$ cat src/hdl/rpp_pipe.sv
// Delay line that keeps a value in step with the main pipeline.
// Depends on nothing but the clock enable of the pipeline.
module rpp_pipe #(
  parameter int W = 64,
  parameter int N = 1
) (
  input  logic         clk,
  input  logic         en,
  input  logic [W-1:0] d_i,
  output logic [W-1:0] q_o
);

  logic [W-1:0] sr_r [N];

  always_ff @(posedge clk) begin
    if (en) begin
      sr_r[0] <= d_i;
      for (int i = 1; i < N; i++) begin
        sr_r[i] <= sr_r[i-1];
      end
    end
  end

  assign q_o = sr_r[N-1];

endmodule

$ cat config.mk
export PLATFORM = sky130hd
export DESIGN_NAME = rpp_pipe
export DESIGN_NICKNAME = d
export VERILOG_FILES = /design/src/hdl/rpp_pipe.sv
export SDC_FILE = /design/constraint.sdc
export NUM_CORES = 1
export LEC_CHECK = 0
export ABC_CLOCK_PERIOD_IN_PS = 800
export BUFFER_PORTS_ARGS = -buffer_cell sky130_fd_sc_hd__buf_2
export CAP_MARGIN = 10
export CORE_ASPECT_RATIO = 0.9
export CORE_MARGIN = 10
export CORE_UTILIZATION = 36
export DETAILED_ROUTE_END_ITERATION = 16
export PLACE_DENSITY = 0.74
export REMOVE_ABC_BUFFERS = 1
export SYNTH_ARGS = -nofsm -noshare
export SYNTH_HDL_FRONTEND = slang
export SYNTH_SLANG_ARGS = --single-unit
$ cat constraint.sdc
create_clock -name clk -period 0.8 [get_ports clk]
set_input_delay 0.12 -clock clk [delete_from_list [all_inputs] [get_ports clk]]
set_output_delay 0.12 -clock clk [all_outputs]
set_load 0.03 [all_outputs]
Word-level counts from Yosys, hierarchy flattened:

Memory sizes are Yosys's and may differ from the RTL's.
Cells that the tools add are included.

* output and inout bits: 64
* bits in writable memories: 64
* input bits: 66
* logic and storage cells: 3
* bits in registers: 0
* memories kept: 1

Memories
* sr_r: words 1, bits a word 64, read ports 1, clocked after memory_dff 0, write ports 1, line 13 `logic [W-1:0] sr_r [N];`

* mux-type cells: 2

Operator list (number)
* 1-bit two-way mux: 2

Logic depth before layout (Yosys ltp):

Gate-level depths: netlist of the first run.

* depth in word-level cells: 2
* depth in mapped cells: 0
* mapped depth without buffers: 0

Worst setup path after synthesis of the first run:

OpenSTA, ideal clock, no wires.

* path kind: register to output
* start: mem sr_r[0][0]
* end: out q_o[0]
* path buffers: 0
* stages on the path, launching flop included: 1
* slack: 0.184 ns
* arrival: 0.496 ns
* data required time: 0.680 ns
* cell sequence: edfxtp_1

* word-level cells in the longest chain between the ends: 1

RTL lines
* start, declared: line 13
* memory 1 x 64 bit
* end, declared: line 10 `output logic [W-1:0] q_o`

Every way passes these cells.

Final worst setup path of the first run:

* start: mem sr_r[0][5]
* end: out q_o[5]

The elaborated chain is that of the path after synthesis.

==> impl_results.md, run 1 <==
- Synthesized area per cell: 30.0 um2
- XOR/XNOR share of the synthesized area: 0
- DR vias: 1473
- Setup violations, final: 64
- Vias in the first global route: 1851
- #FFs+latches synth: 64
- CP arrival: 0.96 ns
- Synth area leaders: edfxtp_1 (100%)
- Largest stage delay on the critical path: 0.45 ns
- Post-synthesis simple-gate area fraction: 0
- Mapped Cells: 64
- Largest register FFs: 64
- Minimum clock period: 1.08 ns
- Num CTS Buffers: 9
- Worst Setup Start Kind: register
- Crit Path Category: register to output pin
- Share of cells above drive strength 1: 0.531
- Hold_sp: en
- Area grow syn2layout: 105%
- Initial antenna violation count: 1
- CP Cell Sequence: buf_6
- Post-synth top area cell: edfxtp_1
- Relative slew slack: 0.873
- First-pass GRT wire length: 11200 um
- Crit-path leading delay family: flip-flops
- Die W: 97.0 um
- Ports: 130
- Post-Synth Adder-Cell Area: 0
- Starting Density: 0.368
- Final hold viol count: 0
- Unique masters post-synth: 1
- Max-slew violation count: 0
- Tot GR Track Use: 0.177
- Footprint of the multi-input gates: 0 um2
- GRT Max-Usage Layer: met2
- CTS tree: done
- Worst-margin pin slew: 0.190 ns
- Core area: 5220 um2
- Met2 Use GR: 0.303
- Total wire length: 7440 um
- Multi-input gate count: 0
- CTS Buffer Depth: 2
- Grt ovf: 0
- CP Capture Type: output pin
- Iter 0 DRT Violations: 88
- Final ANT Viol Nets: 0
- Final instance area: 3930 um2
- Final worst slack: -0.283 ns
- Clk sinks: 64
- Leak Pwr: 0.00164 uW
- Setup TNS: -13.00 ns
- CP Data Required Time: 0.68 ns
- Port bufs: 129
- Largest net degree at the start of global routing: 37
- Max Cap Violations: 0
- Worst vdd rail ir drop: 0.00164 V
- Clk slew on worst S/H paths: 0.08 ns
- Grt met3 use: 0.111
- Buffer and inverter count on the worst path: 1
- Sequential share of the synthesized area: 1.00
- Synth Area in Compound Gates: 0
- Met1 GRT Util: 0.164
- Status: complete, but fails checks
- Post-DP Area: 2690 um2
- TritonRoute pass-1 iters: 4
- Failing checks: negative setup slack
- H-tree levels: 3
- Hold Crit Class: input port to register
- Slowest cell on crit path: edfxtp_1
- Syn. warnings: 0
- Residual DRC count: 0
- Largest regs: sr_r (64)
- RSZ-0062 raised after global routing: true
- Root Buffer: clkbuf_8
- Final net count: 336
- Drt via density: 4.29
- Synth top area share: 1.00
- Die Area: 8660 um2
- Std cell rows: 25
- Post-Syn Area: 1920 um2
- Fmax: 0.923 GHz
- Hold Path Sink: sr_r[0][30]
- DR WL/cell: 21.7 um
- Power density cells: 2160 nW/um2
- Worst Hold Depth: 2
- Final worst path period share: 1.35
- Largest Register: sr_r
- Height of the chip: 89.3 um
- GP Congestion: 0.718
- Mux contribution to synthesized area: 0
- Crit Path Max Fanout: 1
-- metal layers --
layer  wire [um]  share of wire
met1        2460           0.33
met5           0              0
met4         158          0.021
met2        3840           0.52
met3         992           0.13
-- layout by cell type (no fill, tap or decap) --
master	Yosys	routed
buf_12	0	2
buf_2	0	65
buf_6	0	64
bufinv_16	0	1
clkbuf_8	0	9
clkinv_1	0	1
clkinv_4	0	1
clkinvlp_4	0	4
diode_2	0	1
dlygate4sd3_1	0	64
edfxtp_1	64	64
-- power breakdown --
| part | total, uW | switching [uW] | internal [uW] |
|---|---|---|---|
| registers | 4130 | 142 | 3990 |
| clock network | 2720 | 1290 | 1430 |
| logic | 1630 | 837 | 796 |
| total | 8490 | 2270 | 6220 |
-- cell type report --
type / count / area [um2]
sequential: 64 / 1920
timing repair buffer: 195 / 1730
fill: 283 / 1290
clock buffer: 9 / 124
tap: 67 / 83.8
clock inverter: 7 / 72.6
antenna: 1 / 2.50
-- synth_stat cells (all sizes together) --
cell	number
edfxtp	64
-- cells by family (layout without fill, tap and decap cells) --
logic type | after synthesis | count (layout)
buffers and inverters | 0 | 211
DFF | 64 | 64
other | 0 | 1
-- worst max-delay path by stage --
stage / cells past startpoint / to / slack, ns / start
2_1_floorplan: 0 / q_o[0] / 0.18 / sr_r[0][0]
5_1_grt: 1 / q_o[5] / -0.32 / sr_r[0][5]
3_5_place_dp: 2 / sr_r[0][4] / -0.008 / en
4_1_cts: 1 / q_o[5] / -0.26 / sr_r[0][5]
3_3_place_gp: 2 / sr_r[0][50] / -0.004 / en
6_report: 1 / q_o[5] / -0.28 / sr_r[0][5]
-- per-stage QoR --
stage / setup slack (ns) / power [uW] / util / hold slack [ns] / std cells
5_1_grt: -0.317 / 8830 / 0.753 / 0.256 / 343
6_report: -0.283 / 8490 / 0.753 / 0.273 / 343
4_1_cts: -0.258 / 8470 / 0.752 / 0.252 / 342
3_5_place_dp: -0.00822 / 5180 / 0.515 / 0.298 / 262
3_3_place_gp: -0.00373 / 5150 / 0.515 / 0.296 / 262
2_1_floorplan: 0.184 / 4670 / - / 0.219 / 64
-- what timing repair did --
action                                  CTS  global route
endpoints found under the setup margin   64            64
resized for setup                       128             0
hold endpoints to repair                 64             0
buffers inserted                          0             0
hold buffers                             64             0
(Power assumes the default switching activity.)
==> run 2, diff against run 1 <==
SKIP_CTS_REPAIR_TIMING = 1   (was unset)
==> run 2 against run 1 <==
The flow still finishes with violations (negative setup slack). Clock power about the same. First-iteration DRC count decreased by 30%. Global-route usage decreased by 5.5 points. Highest routed layer unchanged. Worst setup slack improved by 0.017 ns. Critical endpoint unchanged. Via count increased by 0.20%. Sequential power about the same. Non-clock buffer count unchanged. Sequential cell count unchanged.
==> impl_results.md, run 2 (synthesis gave the netlist of run 1 again) <==
- H-tree levels: 3
- Grt ovf: 0
- Commonest non-fill, non-tap cell in the layout: buf_2
- Minimum clock period: 1.07 ns
- Ports: 130
- Worst Setup Start Kind: register
- Port bufs: 129
- Footprint of the multi-input gates: 0 um2
- Failing checks: negative setup slack
- Slowest cell on crit path: edfxtp_1
- Std cell rows: 25
- CP Capture Type: output pin
- Largest Register: sr_r
- CP Cell Sequence: buf_6
- Core area: 5220 um2
- Clk slew on worst S/H paths: 0.08 ns
- DR vias: 1476
- Cells after DPL: 262
- Iter 0 DRT Violations: 62
- # fillers: 291
- Root Buffer: clkbuf_8
- RSZ-0062 raised after global routing: true
- DR WL/cell: 21.8 um
- Largest stage delay on the critical path: 0.44 ns
- Die Area: 8660 um2
- Die W: 97.0 um
- Max Cap Violations: 0
- Largest net degree at the start of global routing: 37
- WHS: 0.276 ns
- Power density cells: 2160 nW/um2
- Finished Layout Cells: 342
- Hold Crit Class: input port to register
- Drt via density: 4.32
- Commonest cells after routing, fill and taps aside: buf_2 (65), dlygate4sd3_1 (64), edfxtp_1 (64)
- Leak Pwr: 0.00164 uW
- Residual DRC count: 0
- CP Data Required Time: 0.68 ns
- Final worst path period share: 1.33
- Worst vdd rail ir drop: 0.00159 V
- Pre-CTS setup slack: -0.00822 ns
- GP Congestion: 0.718
- Worst-margin pin slew: 0.198 ns
- CTS Buffer Depth: 2
- Area grow syn2layout: 104%
- CTS tree: done
- Num CTS Buffers: 9
- Final worst slack: -0.266 ns
- CP arrival: 0.95 ns
- Crit Path Category: register to output pin
- Largest register FFs: 64
- Tot GR Track Use: 0.122
- Final net count: 336
- Multi-input gate count: 0
- Final ANT Viol Nets: 0
- Total wire length: 7470 um
- Setup violations, final: 64
- Relative slew slack: 0.868
- TritonRoute pass-1 iters: 4
- Final hold viol count: 0
- Vias in the first global route: 1431
- Share of cells above drive strength 1: 0.531
- Max-slew violation count: 0
- Status: complete, but fails checks
- Largest regs: sr_r (64)
- Initial antenna violation count: 0
- Buffer and inverter count on the worst path: 1
- Height of the chip: 89.3 um
- First-pass GRT wire length: 7720 um
- N_diodes: 0
- Starting Density: 0.368
- Crit Path Max Fanout: 1
- Clk sinks: 64
- Crit-path leading delay family: flip-flops
- Fmax: 0.938 GHz
-- run 2: cell count changes in the layout (fill, tap and decap cells not counted), sizes merged --
cell   before  now
diode       1    0
-- run 2: routing by layer --
metal  GRT usage  share of wire  up-vias  wire length [um]
met2       0.195           0.53       86              3980
li1            -              -      674                 -
met1       0.101           0.32      707              2360
met3      0.0981           0.14        9              1030
met5           0              0        -                 0
met4      0.0870          0.013        0                99
-- run 2: stage by stage --
| step | total power, uW | cell area [um2] | utilization | TNS (ns) |
|---|---|---|---|---|
| finish | 8490 | 3930 | 0.751 | -13.14 |
| global route | 8810 | 3930 | 0.751 | -15.40 |
| CTS | 7860 | 2890 | 0.553 | -14.41 |
| detailed placement | 5180 | 2690 | 0.515 | -0.237 |
| global placement | 5150 | 2690 | 0.515 | -0.0621 |
| floorplan | 4670 | 1920 | - | 0 |
-- run 2: worst paths after layout --
kind / from / endpoint / slack [ns] / cells past startpoint
worst max-delay path: sr_r[0][5] / q_o[5] / -0.27 / 1
worst min-delay path: en / sr_r[0][30] / 0.28 / 2
-- run 2: final cells by class --
class	count	area, um2	area share
well taps	67	83.8	0.0214
flip-flops and latches	64	1920	0.490
clock inverters	7	72.6	0.0185
clock buffers	9	124	0.0316
repair buffers	195	1720	0.439
-- run 2: report_power, final --
part / total, uW / internal, uW / switching, uW
registers: 4130 / 3990 / 140
clock network: 2730 / 1430 / 1300
logic: 1630 / 793 / 835
total: 8490 / 6220 / 2280
